[src/design/lss_pkg.sv]
// Package for the LIFO stack with search: request and response structs,
// operation codes, controller state type and control/status bundles.
// No dependencies.
`default_nettype none

package lss_pkg;

   localparam int LSS_DEPTH      = 8;
   localparam int LSS_DATA_WIDTH = 32;
   localparam int LSS_VALUE_W    = 32;
   localparam int LSS_FILL_W     = 4;

   localparam logic [1:0] REQ_PUSH   = 2'd0;
   localparam logic [1:0] REQ_POP    = 2'd1;
   localparam logic [1:0] REQ_SEARCH = 2'd2;

   typedef struct packed {
      logic [1:0]                    req_type;
      logic signed [LSS_VALUE_W-1:0] value;
   } lss_req_type;

   typedef struct packed {
      logic                  found;
      logic                  rejected;
      logic                  is_full_flag;
      logic                  is_empty_flag;
      logic [LSS_FILL_W-1:0] fill_count;
   } lss_rsp_type;

   typedef enum logic [1:0] {
      ST_IDLE,
      ST_SCAN,
      ST_DRAIN,
      ST_FINISH
   } lss_state_type;

   // controller -> datapath
   typedef struct packed {
      logic exec_op;      // run push/pop/other and load its response
      logic scan_start;   // latch key, clear scan index and hit flag
      logic scan_issue;   // read entry at scan index, advance index
      logic load_search;  // load the search response
   } lss_cmd_type;

   // datapath -> controller
   typedef struct packed {
      logic empty;
      logic scan_last;
   } lss_status_type;

endpackage

`default_nettype wire

[src/design/lifo_stack_with_search_top.sv]
// Top level of the LIFO stack with search: joins controller and datapath.
// Depends on lss_pkg, lss_ctrl and lss_dpath.
//
//   channel | ports                           | direction | moves
//   --------+---------------------------------+-----------+----------------------
//   request | req_valid, req_ready, req_data  | in        | push/pop/search op
//   result  | rsp_valid, rsp_ready, rsp_data  | out       | flags and fill count
//
// Push, pop and the unused code finish at their acceptance edge: the result is
// registered there and shows in the next cycle. A search walks the occupied
// entries through the memory's registered read port, one entry a cycle, then
// goes through the drain and finish states, and finish registers its result
// (an empty stack skips to finish). Reset clears the fill count and the
// controller, not the entries. Outside a search a request is taken while the
// result slot is empty or being taken; a stalled result holds the request side.
`default_nettype none

module lifo_stack_with_search_top
   import lss_pkg::*;
#(
   parameter int DEPTH      = LSS_DEPTH,
   parameter int DATA_WIDTH = LSS_DATA_WIDTH
) (
   input  wire logic        clock,
   input  wire logic        reset,
   input  wire logic        req_valid,
   output logic             req_ready,
   input  wire lss_req_type req_data,
   output logic             rsp_valid,
   input  wire logic        rsp_ready,
   output lss_rsp_type      rsp_data
);

   lss_cmd_type    cmd;
   lss_status_type status;

   // sequence transactions and the search scan
   lss_ctrl u_ctrl (
      .clock     (clock),
      .reset     (reset),
      .req_valid (req_valid),
      .req_ready (req_ready),
      .req_op    (req_data.req_type),
      .rsp_valid (rsp_valid),
      .rsp_ready (rsp_ready),
      .status    (status),
      .cmd       (cmd)
   );

   // hold the entries, the count and the result register
   lss_dpath #(
      .DEPTH      (DEPTH),
      .DATA_WIDTH (DATA_WIDTH)
   ) u_dpath (
      .clock  (clock),
      .reset  (reset),
      .req    (req_data),
      .cmd    (cmd),
      .status (status),
      .rsp    (rsp_data)
   );

   // one transaction in flight: ready only when the result slot frees up
   a_one_in_flight: assert property (@(posedge clock) disable iff (reset)
      req_ready |-> (!rsp_valid || rsp_ready))
      else $error("request taken while a result is stalled");

   // a full and an empty stack at once cannot be reported
   a_flags_exclusive: assert property (@(posedge clock) disable iff (reset)
      rsp_valid |-> !(rsp_data.is_full_flag && rsp_data.is_empty_flag))
      else $error("full and empty reported together");

   // a result never both finds and refuses
   a_found_not_rejected: assert property (@(posedge clock) disable iff (reset)
      rsp_valid |-> !(rsp_data.found && rsp_data.rejected))
      else $error("found and rejected reported together");

   // a search taken holds the request side busy on the next cycle
   a_search_blocks: assert property (@(posedge clock) disable iff (reset)
      (req_valid && req_ready && req_data.req_type == REQ_SEARCH) |=> !req_ready)
      else $error("request taken during a search");

endmodule

`default_nettype wire

[src/design/lss_ctrl.sv]
// Controller for the LIFO stack with search: handshake, response slot valid
// and the search scan sequencer. Depends on lss_pkg.
`default_nettype none

module lss_ctrl
   import lss_pkg::*;
(
   input  wire logic           clock,
   input  wire logic           reset,
   input  wire logic           req_valid,
   output logic                req_ready,
   input  wire logic [1:0]     req_op,
   output logic                rsp_valid,
   input  wire logic           rsp_ready,
   input  wire lss_status_type status,
   output lss_cmd_type         cmd
);

   lss_state_type state_ff, state_in;
   logic          rsp_valid_ff, rsp_valid_in;
   logic          accept;

   assign req_ready = (state_ff == ST_IDLE) && (!rsp_valid_ff || rsp_ready);
   assign accept    = req_valid && req_ready;
   assign rsp_valid = rsp_valid_ff;

   always_comb begin
      state_in = state_ff;
      unique case (state_ff)
         ST_IDLE: begin
            if (accept && req_op == REQ_SEARCH) begin
               state_in = status.empty ? ST_FINISH : ST_SCAN;
            end
         end
         ST_SCAN: begin
            if (status.scan_last) begin
               state_in = ST_DRAIN;
            end
         end
         ST_DRAIN:  state_in = ST_FINISH;
         ST_FINISH: state_in = ST_IDLE;
         default:   state_in = ST_IDLE;
      endcase
   end

   always_comb begin
      cmd = '0;
      unique case (state_ff)
         ST_IDLE: begin
            cmd.exec_op    = accept && (req_op != REQ_SEARCH);
            cmd.scan_start = accept && (req_op == REQ_SEARCH);
         end
         ST_SCAN:   cmd.scan_issue  = 1'b1;
         ST_DRAIN:  cmd             = '0;
         ST_FINISH: cmd.load_search = 1'b1;
         default:   cmd             = '0;
      endcase
   end

   always_comb begin
      priority if (cmd.exec_op || cmd.load_search) begin
         rsp_valid_in = 1'b1;
      end else if (rsp_ready) begin
         rsp_valid_in = 1'b0;
      end else begin
         rsp_valid_in = rsp_valid_ff;
      end
   end

   always_ff @(posedge clock) begin
      if (reset) begin
         state_ff     <= ST_IDLE;
         rsp_valid_ff <= 1'b0;
      end else begin
         state_ff     <= state_in;
         rsp_valid_ff <= rsp_valid_in;
      end
   end

endmodule

`default_nettype wire

[src/design/lss_dpath.sv]
// Datapath for the LIFO stack with search: entry memory, fill counter,
// scan compare and the response register. Depends on lss_pkg.
`default_nettype none

module lss_dpath
   import lss_pkg::*;
#(
   parameter int DEPTH      = LSS_DEPTH,
   parameter int DATA_WIDTH = LSS_DATA_WIDTH
) (
   input  wire logic        clock,
   input  wire logic        reset,
   input  wire lss_req_type req,
   input  wire lss_cmd_type cmd,
   output lss_status_type   status,
   output lss_rsp_type      rsp
);

   localparam int AW = (DEPTH > 1) ? $clog2(DEPTH) : 1;
   localparam int CW = $clog2(DEPTH + 1);
   localparam logic [CW-1:0] FULL_CNT = CW'(DEPTH);

   logic [DATA_WIDTH-1:0] mem [DEPTH];

   logic [CW-1:0]         cnt_ff, cnt_in;
   logic [AW-1:0]         idx_ff, idx_in;
   logic [DATA_WIDTH-1:0] key_ff;
   logic [DATA_WIDTH-1:0] rd_data_ff;
   logic                  rd_valid_ff;
   logic                  hit_ff, hit_in;
   lss_rsp_type           rsp_ff, rsp_in;

   logic [DATA_WIDTH+LSS_VALUE_W-1:0] key_ext;
   logic [DATA_WIDTH-1:0]             req_key;
   logic                              full;
   logic                              empty;
   logic                              do_push;
   logic                              do_pop;
   logic [CW+LSS_FILL_W-1:0]          fill_ext_op;
   logic [CW+LSS_FILL_W-1:0]          fill_ext_cur;

   // zero-extend, then keep the low DATA_WIDTH bits of the value
   assign key_ext = {{DATA_WIDTH{1'b0}}, req.value};
   assign req_key = key_ext[DATA_WIDTH-1:0];

   assign full    = (cnt_ff == FULL_CNT);
   assign empty   = (cnt_ff == '0);
   assign do_push = cmd.exec_op && (req.req_type == REQ_PUSH) && !full;
   assign do_pop  = cmd.exec_op && (req.req_type == REQ_POP) && !empty;

   assign status.empty     = empty;
   assign status.scan_last = (CW'(idx_ff) == (cnt_ff - CW'(1)));

   always_comb begin
      cnt_in = cnt_ff;
      if (do_push) begin
         cnt_in = cnt_ff + CW'(1);
      end else if (do_pop) begin
         cnt_in = cnt_ff - CW'(1);
      end
   end

   always_comb begin
      idx_in = idx_ff;
      if (cmd.scan_start) begin
         idx_in = '0;
      end else if (cmd.scan_issue) begin
         idx_in = idx_ff + AW'(1);
      end
   end

   always_comb begin
      hit_in = hit_ff;
      if (cmd.scan_start) begin
         hit_in = 1'b0;
      end else if (rd_valid_ff && (rd_data_ff == key_ff)) begin
         hit_in = 1'b1;
      end
   end

   assign fill_ext_op  = {{LSS_FILL_W{1'b0}}, cnt_in};
   assign fill_ext_cur = {{LSS_FILL_W{1'b0}}, cnt_ff};

   always_comb begin
      rsp_in = rsp_ff;
      if (cmd.exec_op) begin
         rsp_in.found         = 1'b0;
         rsp_in.rejected      = ((req.req_type == REQ_PUSH) && full) ||
                                ((req.req_type == REQ_POP) && empty);
         rsp_in.is_full_flag  = (cnt_in == FULL_CNT);
         rsp_in.is_empty_flag = (cnt_in == '0);
         rsp_in.fill_count    = fill_ext_op[LSS_FILL_W-1:0];
      end else if (cmd.load_search) begin
         rsp_in.found         = hit_ff;
         rsp_in.rejected      = 1'b0;
         rsp_in.is_full_flag  = full;
         rsp_in.is_empty_flag = empty;
         rsp_in.fill_count    = fill_ext_cur[LSS_FILL_W-1:0];
      end
   end

   // entry memory: one write port, one registered read port
   always_ff @(posedge clock) begin
      if (do_push) begin
         mem[AW'(cnt_ff)] <= req_key;
      end
      if (cmd.scan_issue) begin
         rd_data_ff <= mem[idx_ff];
      end
   end

   always_ff @(posedge clock) begin
      if (reset) begin
         cnt_ff      <= '0;
         rd_valid_ff <= 1'b0;
         hit_ff      <= 1'b0;
      end else begin
         cnt_ff      <= cnt_in;
         rd_valid_ff <= cmd.scan_issue;
         hit_ff      <= hit_in;
      end
   end

   always_ff @(posedge clock) begin
      idx_ff <= idx_in;
      rsp_ff <= rsp_in;
      if (cmd.scan_start) begin
         key_ff <= req_key;
      end
   end

   assign rsp = rsp_ff;

endmodule

`default_nettype wire
[config.mk]
export PLATFORM = sky130hd
export DESIGN_NAME = lifo_stack_with_search_top
export DESIGN_NICKNAME = d
export VERILOG_FILES = /design/src/design/lss_pkg.sv /design/src/design/lifo_stack_with_search_top.sv /design/src/design/lss_ctrl.sv /design/src/design/lss_dpath.sv
export SDC_FILE = /design/constraint.sdc
export NUM_CORES = 1
export LEC_CHECK = 0
export BUFFER_PORTS_ARGS = -buffer_cell sky130_fd_sc_hd__buf_2
export CORE_MARGIN = 2
export CORE_UTILIZATION = 40
export CTS_CLUSTER_DIAMETER = 80
export DETAILED_ROUTE_END_ITERATION = 10
export PLACE_DENSITY = 0.65
export SYNTH_ARGS = -nofsm -noshare
export SYNTH_HDL_FRONTEND = slang
export SYNTH_HIERARCHICAL = 1
export SYNTH_SLANG_ARGS = --single-unit
[constraint.sdc]
create_clock -name clock -period 7 [get_ports clock]
set_input_delay 0.35 -clock clock [delete_from_list [all_inputs] [get_ports clock]]
set_output_delay 0.35 -clock clock [all_outputs]
set_load 0.01 [all_outputs]
==> results.txt, run 1 <==
----------------------------------------------------
[Outcome]
  Status ... finished clean

[Global routing]
  Global-route met2 utilization ... 0.249
  Number of antenna violations at the first check in global routing ... 2
  Pin count of the biggest net entering global routing ... 68
  GRT met3 Usage ... 0.0245
  Vias in the first global route ... 6241
  Overall global routing resource usage ... 0.147
  Global routing's busiest layer ... met2
  Overflow left after global routing ... 0
  Wire length of the first global-routing pass ... 37200 um
  Global routing usage on met1 ... 0.195

[Clock network]
  Buffer levels on the longest clock path ... 3
  Number of buffers created by CTS ... 35
  Post-CTS Hold Buffers ... 0
  CTS tree ... done
  Clock Latency Late Sink ... 0.51 ns
  H-tree levels ... 2
  Postcts setup bufs ... 0
  Clock root buffer ... sky130_fd_sc_hd__clkbuf_16
  Clock slew seen by the registers of the worst setup and hold paths ... ~0.060 ns
  Post-CTS resize count ... 0
  CTS sink cnt ... 340

[Detailed routing]
  Total DRC errors in the routed layout ... 0
  First drt pass iteration count ... 4
  Antenna viol nets, final ... 0
  Average routed wire per standard cell ... 21.1 um
  Total wirelength of the detailed-routed design ... 24100 um
  Number of DRC markers in iteration 0 ... 451
  Via density per instance ... 5.11
  Vias after detailed routing ... 5841

[Pwr]
  Worst IR Drop VDD ... 155 uV
  Switching power share of the total ... 0.247
  Clock share of power ... 0.325
  Cell internal pwr ... 0.00399 W
  Pleak ... 4.76 nW
  Power dissipated by switching net loads ... 0.00131 W
  Reg power frac ... 0.473
  Combinational share of power ... 0.202
  PD cells ... 353 mW/mm^2

[Timing]
  Setup repair after global routing missed its margin ... false
  Max-slew violations ... 0
  Period Utilization, post-route ... 0.417
  Final setup margin ... 4.08 ns
  Number of hold violations in the final report ... 0
  Fin Hold WS ... 0.127 ns
  Clock skew ... 0.0150 ns
  Fmax achieved ... 343 MHz
  Setup-failing EPs final ... 0
  Post-route setup TNS ... 0 ns
  Slew of the pin with the lowest slew margin ... 1.02 ns
  Fin crit period ... approximately 2.9 ns
  Relative slew slack ... 0.319

[Floorplanning]
  Core area ... 0.0325 sq mm
  Vert. Die Dim ... about 190 um
  Effective utilization at floorplan ... 0.406
  Count of boundary I/O pins ... 48
  Cell Rows ... 66
  Die X-Extent ... 185 um
  Die ar. ... 0.0344 sq mm

[Critical path]
  Critical path arrival ... roughly 3.1 ns
  Data required time at the worst endpoint ... 7.13 ns
  Endpoint class of the critical path ... flip-flop
  Largest fanout on the critical path ... 32
  Worst Setup Start Kind ... flip-flop
  Crit Path Class ... reg -> reg

[Finish]
  # fillers ... around 2700
  Number of diodes ... 0
  Layout overhead on the synthesized area ... 14.0%
  Layout Nets ... 724
  Core occupancy in the finished layout ... 0.463
  Non-filler cells in the finished layout ... 1144
  Fraction of final layout cells sized beyond drive strength 1 ... 0.329

[Logic synthesis]
  Mean area per synthesized cell ... 21.7 sq um
  Synth warn ... 6
  Flop and latch count out of synthesis ... 340
  Netlist area before placement ... 0.0132 sq mm
  Register area share after synthesis ... 0.765
  Synth Instances ... 608
  Yosys cell types ... 53
  Net Count, Synth ... between 600 and 700

[Placed design]
  Count of buffers from port buffering ... 47
  Final estimated routing congestion in global placement ... ~0.74
  Dpl cells ... 1084
  Half-perimeter wire length after placement ... 12600 um
  Pre-CTS setup slack ... 4.12 ns

[Flow run]
  MaxCap Viol Count ... 0

[Hold path]
  Worst Hold Class ... in -> reg

----------------------------------------------------
-- metal layers --
metal | part of all wire | vias up | routed length, um
met5 | 0.0011 | - | 27
met1 | 0.43 | 3050 | 10400
met3 | 0.042 | 38 | 1010
li1 | - | 2622 | -
met2 | 0.51 | 127 | 12300
met4 | 0.018 | 4 | 439
-- synth_stat cells, drive strengths merged --
| cell type | number | area [sq um] |
|---|---|---|
| nand2b | 3 | 26.3 |
| nand2 | 8 | 30.0 |
| nand3b | 3 | 35.0 |
| nor4 | 6 | 37.5 |
| nand4 | 4 | 25.0 |
| a311oi | 1 | 8.76 |
| o32ai | 1 | 16.3 |
| or2 | 1 | 6.26 |
| o211ai | 1 | 7.51 |
| o211a | 1 | 10.0 |
| a21oi | 1 | 5.00 |
| and2b | 1 | 8.76 |
| a31o | 3 | 35.0 |
| xor2 | 25 | 219 |
| nor4b | 2 | 23.8 |
| mux4 | 64 | 1440 |
| xnor2 | 15 | 131 |
| inv | 6 | 22.5 |
| nor3 | 15 | 106 |
| nor2b | 8 | 67.6 |
| edfxtp | 327 | 9820 |
| ha | 7 | 87.6 |
| and3 | 1 | 7.51 |
| a22o | 2 | 17.5 |
| mux2 | 32 | 360 |
| or3 | 1 | 6.26 |
| o22ai | 1 | 6.26 |
| mux2i | 3 | 30.0 |
| o21a | 1 | 7.51 |
| o21ai | 2 | 10.0 |
| a221oi | 1 | 26.3 |
| nand4bb | 1 | 11.3 |
| buf | 19 | 138 |
| a211o | 1 | 8.76 |
| dfxtp | 13 | 260 |
| a31oi | 1 | 6.26 |
| and4 | 1 | 8.76 |
| nor2 | 18 | 70.1 |
| clkbuf | 6 | 22.5 |
| nand3 | 1 | 5.00 |
-- power by group through the flow --
stage	clock (W)	sequential, W	combinational (W)
floorplan	0	0.00251	0.000891
global placement	0	0.00255	0.00106
detailed placement	0	0.00255	0.00108
CTS	0.00177	0.00251	0.00109
global route	0.00185	0.00252	0.00117
finish	0.00172	0.00251	0.00107
-- worst paths after layout --
path,from,endpoint,slack (ns),depth (start not counted)
min,req_data[30],u_dpath/mem[2][30],0.13,1
min reg2reg,u_dpath/rsp[7],u_dpath/rsp[7],0.52,2
max,u_ctrl/state_ff[0],u_dpath/mem[0][17],4.08,8
max reg2reg,u_ctrl/state_ff[0],u_dpath/mem[0][17],4.08,8
-- layout by cell type (no fill, tap or decap), types with 3 or more instances in the layout --
cell type	netlist	layout
sky130_fd_sc_hd__clkbuf_16	0	37
sky130_fd_sc_hd__nor2_4	0	6
sky130_fd_sc_hd__mux2i_1	3	3
sky130_fd_sc_hd__buf_2	8	47
sky130_fd_sc_hd__dfxtp_1	13	10
sky130_fd_sc_hd__inv_1	6	6
sky130_fd_sc_hd__nor2b_1	5	5
sky130_fd_sc_hd__clkinv_1	0	4
sky130_fd_sc_hd__mux4_2	64	64
sky130_fd_sc_hd__buf_4	5	12
sky130_fd_sc_hd__clkbuf_1	6	10
sky130_fd_sc_hd__nor3_2	4	6
sky130_fd_sc_hd__edfxtp_1	327	327
sky130_fd_sc_hd__ha_1	7	6
sky130_fd_sc_hd__nor3_1	10	8
sky130_fd_sc_hd__xor2_1	25	25
sky130_fd_sc_hd__nand2_1	8	8
sky130_fd_sc_hd__mux2_2	32	32
sky130_fd_sc_hd__xnor2_1	15	15
sky130_fd_sc_hd__nor2_1	17	11
sky130_fd_sc_hd__clkinv_2	0	4
sky130_fd_sc_hd__nor4_1	6	6
sky130_fd_sc_hd__nand4_1	4	4
-- kinds of logic (layout without fill, tap and decap cells) --
group	after synthesis	after routing	synth area share
xor gates and xnor gates	40	40	0.0266
buffers and inverters	31	125	0.0139
AOI/OAI and AO/OA	17	17	0.0125
adders and majority gates	7	7	0.00665
muxes	99	99	0.139
and+or+nand+nor	74	74	0.0361
DFF	340	340	0.765
-- cell type report --
type | instances | area, sq um | share of cell area
well taps | 442 | 553 | 0.0368
flip-flops and latches | 340 | 10100 | 0.671
multi-input cells | 237 | 2970 | 0.198
clock inverters | 12 | 91.3 | 0.00608
clock buffers | 48 | 977 | 0.0650
repair buffers | 59 | 325 | 0.0217
inverters | 6 | 22.5 | 0.00150
-- sequential cells by signal, indices dropped and copies added, names as in the netlist --
name	count
u_dpath/mem	256
u_dpath/key_ff	32
u_dpath/rd_data_ff	32
u_dpath/rsp	8
u_dpath/cnt_ff	4
u_dpath/idx_ff	3
u_ctrl/state_ff	2
u_ctrl/rsp_valid	1
u_dpath/hit_ff	1
u_dpath/rd_valid_ff	1
-- through the flow --
| stage | instance area, sq um | total power, W |
|---|---|---|
| floorplan | 13200 | 0.00340 |
| global placement | 14000 | 0.00360 |
| detailed placement | 14000 | 0.00364 |
| CTS | 15000 | 0.00538 |
| global route | 15000 | 0.00555 |
| finish | 15000 | 0.00530 |
-- worst max-delay path: stages (launching register included) --
cell and delay, ns:
sky130_fd_sc_hd__dfxtp_1 0.35, sky130_fd_sc_hd__inv_1 0.10, sky130_fd_sc_hd__ha_1 0.28, sky130_fd_sc_hd__nor2b_1 0.22, sky130_fd_sc_hd__and3_2 0.32, sky130_fd_sc_hd__nor2b_4 0.23, sky130_fd_sc_hd__nand3_1 0.31, sky130_fd_sc_hd__nor3_2 0.20
sky130_fd_sc_hd__buf_4 0.51
Note: power is estimated with default switching activity, not from simulation.
==> run 2: changes to the inputs <==
--- a/config.mk
+++ b/config.mk
@@ -5,6 +5,7 @@
 export SDC_FILE = /design/constraint.sdc
 export NUM_CORES = 1
 export LEC_CHECK = 0
+export ABC_AREA = 1
 export BUFFER_PORTS_ARGS = -buffer_cell sky130_fd_sc_hd__buf_2
 export CORE_MARGIN = 2
 export CORE_UTILIZATION = 40
==> constraint.sdc (replaced) <==
create_clock -name clock -period 2.8 [get_ports clock]
set_input_delay 0.14 -clock clock [delete_from_list [all_inputs] [get_ports clock]]
set_output_delay 0.14 -clock clock [all_outputs]
set_load 0.01 [all_outputs]
==> run 2 against run 1 <==
Routed wire length rose by 14%. Core utilization rose by 1.3 points. Global-route usage rose by 0.91 points. Critical path depth rose by 3. Largest power group unchanged. Die area rose by 2.4%. Largest cell class unchanged. Clock skew fell by 0.0028 ns. Register-to-register slack got worse by 3.7 ns. Non-clock buffer count rose by 42. Sequential power rose by 150%. Final area rose by 5.8%. Synthesized cell count rose by 76%. Via count rose by 39%. Critical path type unchanged.
==> results.txt, run 2 <==
----------------------------------------------------
[Outcome]
  Status ... finished clean

[Critical path]
  Crit Path Class ... reg -> reg
  Endpoint class of the critical path ... flip-flop
  Critical Path Slowest Stage Cell ... sky130_fd_sc_hd__dfxtp_1
  Critical path's largest stage delay ... 0.33 ns
  Critical path arrival ... 2.59 ns
  End of the worst register-to-register path ... u_dpath/mem[6][25]
  RR Startpoint ... u_ctrl/state_ff[1]
  Critical path buffers and inverters ... 4
  Worst Setup Start Kind ... flip-flop
  Register-to-Register Setup Slack ... 0.40 ns
  Depth of the most critical reg-to-reg path ... 11
  Data required time at the worst endpoint ... 2.99 ns
  Largest fanout on the critical path ... 32
  Critical Path, Cell by Cell ... inv_1, ha_2, inv_2, a21oi_4, nand3b_1, inv_2, nand2_1, nor2_4, nand2_1, nor3_4, buf_12
  Cell class contributing the biggest share of worst-path delay ... simple AND/OR/NAND/NOR gates

[Clock network]
  Clock root buffer ... sky130_fd_sc_hd__clkbuf_16
  H-tree levels ... 2
  Post-CTS resize count ... 0
  Clock Latency Late Sink ... 0.51 ns
  Buffer levels on the longest clock path ... 3
  CTS sink cnt ... 340
  CTS tree ... done
  Clock slew seen by the registers of the worst setup and hold paths ... 0.06 ns
  Number of buffers created by CTS ... 36

[Global routing]
  Overall global routing resource usage ... 0.156
  Wire length of the first global-routing pass ... approximately 43000 um
  Number of antenna violations at the first check in global routing ... 0
  Overflow left after global routing ... 0
  Vias in the first global route ... about 7900
  Pin count of the biggest net entering global routing ... 131

[Detailed routing]
  Average routed wire per standard cell ... 16.8 um
  Total DRC errors in the routed layout ... 0
  Total wirelength of the detailed-routed design ... 27400 um
  Via density per instance ... 4.97
  First drt pass iteration count ... 5
  Antenna viol nets, final ... 0
  Number of DRC markers in iteration 0 ... about 660
  Vias after detailed routing ... between 8000 and 9000

[Timing]
  Fmax achieved ... 416 MHz
  Setup-failing EPs final ... 0
  Fin crit period ... 2.40 ns
  Final setup margin ... 0.397 ns
  Max-slew violations ... 0
  Number of hold violations in the final report ... 0
  Relative slew slack ... 0.558
  Slew of the pin with the lowest slew margin ... 0.663 ns
  Clock skew ... 0.0122 ns
  Setup repair after global routing missed its margin ... false
  Period Utilization, post-route ... 0.858

[Logic synthesis]
  Yosys cell types ... 33
  Mean area per synthesized cell ... 12.6 sq um
  Top cells by instance count after synthesis ... sky130_fd_sc_hd__edfxtp_1, sky130_fd_sc_hd__nor2_1, sky130_fd_sc_hd__o21ai_0
  Net Count, Synth ... 1117
  Most frequently used cell type in the post-synthesis netlist ... sky130_fd_sc_hd__edfxtp_1
  Top cells by area in the synthesized netlist ... sky130_fd_sc_hd__edfxtp_1, sky130_fd_sc_hd__nor2_1, sky130_fd_sc_hd__o21ai_0
  Post-synth top flop ... sky130_fd_sc_hd__edfxtp_1
  Number of synthesized flops with an enable pin ... 327
  Flop and latch count out of synthesis ... 340
  Synth warn ... 6
  Asr flop ratio synth ... 0
  Register area share after synthesis ... 0.747
  Synth Instances ... 1072
  Cell type with the largest total area after synthesis ... sky130_fd_sc_hd__edfxtp_1
  Netlist area before placement ... ~0.013 sq mm
  Fraction of synthesized cell area taken by the top area cell type ... 0.727

[Placed design]
  Cell area reported after detailed placement ... 0.0145 sq mm
  Final estimated routing congestion in global placement ... 0.800
  Half-perimeter wire length after placement ... 15200 um
  Count of buffers from port buffering ... 47
  Pre-CTS setup slack ... between 0.4 and 0.5 ns

[Hold path]
  Count of cells along the worst hold path ... 4
  Worst Hold Launch ... rsp_ready
  WHS Endpoint ... u_ctrl/rsp_valid
  Worst Hold Class ... in -> reg

[Finish]
  Leading cell type in the layout, fill and taps excluded ... sky130_fd_sc_hd__edfxtp_1
  Biggest registers after layout ... u_dpath/mem (256), u_dpath/key_ff (32), u_dpath/rd_data_ff (32)
  Number of diodes ... 0
  Layout Nets ... 1205
  Largest register by flop count ... u_dpath/mem
  # fillers ... 2983
  Layout overhead on the synthesized area ... 17.7%
  Top library cells by usage in the layout, fill and taps aside ... sky130_fd_sc_hd__edfxtp_1, sky130_fd_sc_hd__nor2_1, sky130_fd_sc_hd__o21ai_0
  Fraction of final layout cells sized beyond drive strength 1 ... 0.130
  Number of flip-flops in the largest register ... between 200 and 300
  Post-route cell area ... 0.0159 sq mm

[Floorplanning]
  Die ar. ... 0.0352 sq mm
  Vert. Die Dim ... 188 um
  Cell Rows ... 67
  Core area ... about 0.033 sq mm
  Count of boundary I/O pins ... 48
  Effective utilization at floorplan ... 0.405
  Die X-Extent ... 188 um

[Pwr]
  Worst IR Drop VDD ... 654 uV
  PD cells ... just under 900 mW/mm^2
  Pleak ... 5.53 nW

[Flow run]
  MaxCap Viol Count ... 0

----------------------------------------------------
run 2: cell count changes in the layout (fill, tap and decap cells not counted), sizes merged, moves of 32 or more:
cell / delta
mux4: -64
inv: +54
o21ai: +132
nor2: +242
dlygate4sd3: +34
mux2: -32
o22ai: +33
nand2: +85
run 2: how the worst max path moves through the flow:
stage                       start            endpoint  slack, ns  cells after the start
2_1_floorplan  u_ctrl/state_ff[0]   u_dpath/mem[2][0]      -0.39                     10
3_3_place_gp   u_ctrl/state_ff[0]  u_dpath/mem[6][16]       0.46                     11
3_5_place_dp   u_ctrl/state_ff[1]  u_dpath/mem[6][14]       0.41                     11
4_1_cts        u_ctrl/state_ff[0]  u_dpath/mem[6][24]       0.38                     11
5_1_grt        u_ctrl/state_ff[0]  u_dpath/mem[6][21]       0.23                     11
6_report       u_ctrl/state_ff[1]  u_dpath/mem[6][25]       0.40                     11
run 2: metal layers:
| layer | part of all wire | wire length (um) | vias to the layer above | track usage |
|---|---|---|---|---|
| li1 | - | - | 3983 | - |
| met1 | 0.45 | 12300 | 3916 | 0.207 |
| met2 | 0.49 | 13500 | 183 | 0.268 |
| met3 | 0.046 | 1250 | 34 | 0.0243 |
| met4 | 0.015 | 411 | 0 | 0.0388 |
| met5 | 0 | 0 | - | 0 |
run 2: repair_timing:
action                    CTS  global route
hold buffers               34             0
hold endpoints to repair  294             0
buffers inserted            0             0
run 2: area by class of cell:
cell class	count	area, sq um	area share
clock buffers	43	948	0.0597
inverters	63	243	0.0153
well taps	448	561	0.0353
clock inverters	20	148	0.00929
multi-input cells	618	3030	0.191
repair buffers	101	876	0.0551
flip-flops and latches	340	10100	0.635
run 2: tightest hold or removal path, delay by kind of cell:
kind	cells	cell delay [ns]
compound gates	2	0.19
buf+inv	2	0.14
run 2: cells by family (layout without fill, tap and decap cells):
| group | count (synthesis) | after routing | share of synthesized area |
|---|---|---|---|
| AO/OA/AOI/OAI | 213 | 213 | 0.0858 |
| adder cells (fa/ha/maj) | 7 | 7 | 0.00649 |
| buffers and inverters | 114 | 227 | 0.0361 |
| XOR/XNOR | 16 | 16 | 0.0104 |
| AND/OR/NAND/NOR | 382 | 382 | 0.115 |
| flip-flops | 340 | 340 | 0.747 |
run 2: stage by stage:
stage	power, W	TNS [ns]	hold slack [ns]	instances	util
floorplan	0.00886	-40.94	0.209	1072	-
global placement	0.00981	0	0.431	1536	0.433
detailed placement	0.00989	0	0.446	1536	0.433
CTS	0.0144	0	0.00819	1633	0.476
global route	0.0150	0	0.0846	1633	0.476
finish	0.0142	0	0.0255	1633	0.476
run 2: where the power goes:
part | switching (W) | leakage (nW) | internal, W
sequential | 0.000191 | 3.06 | 0.00604
combinational | 0.00235 | 1.92 | 0.00121
clock | 0.00183 | 0.542 | 0.00260
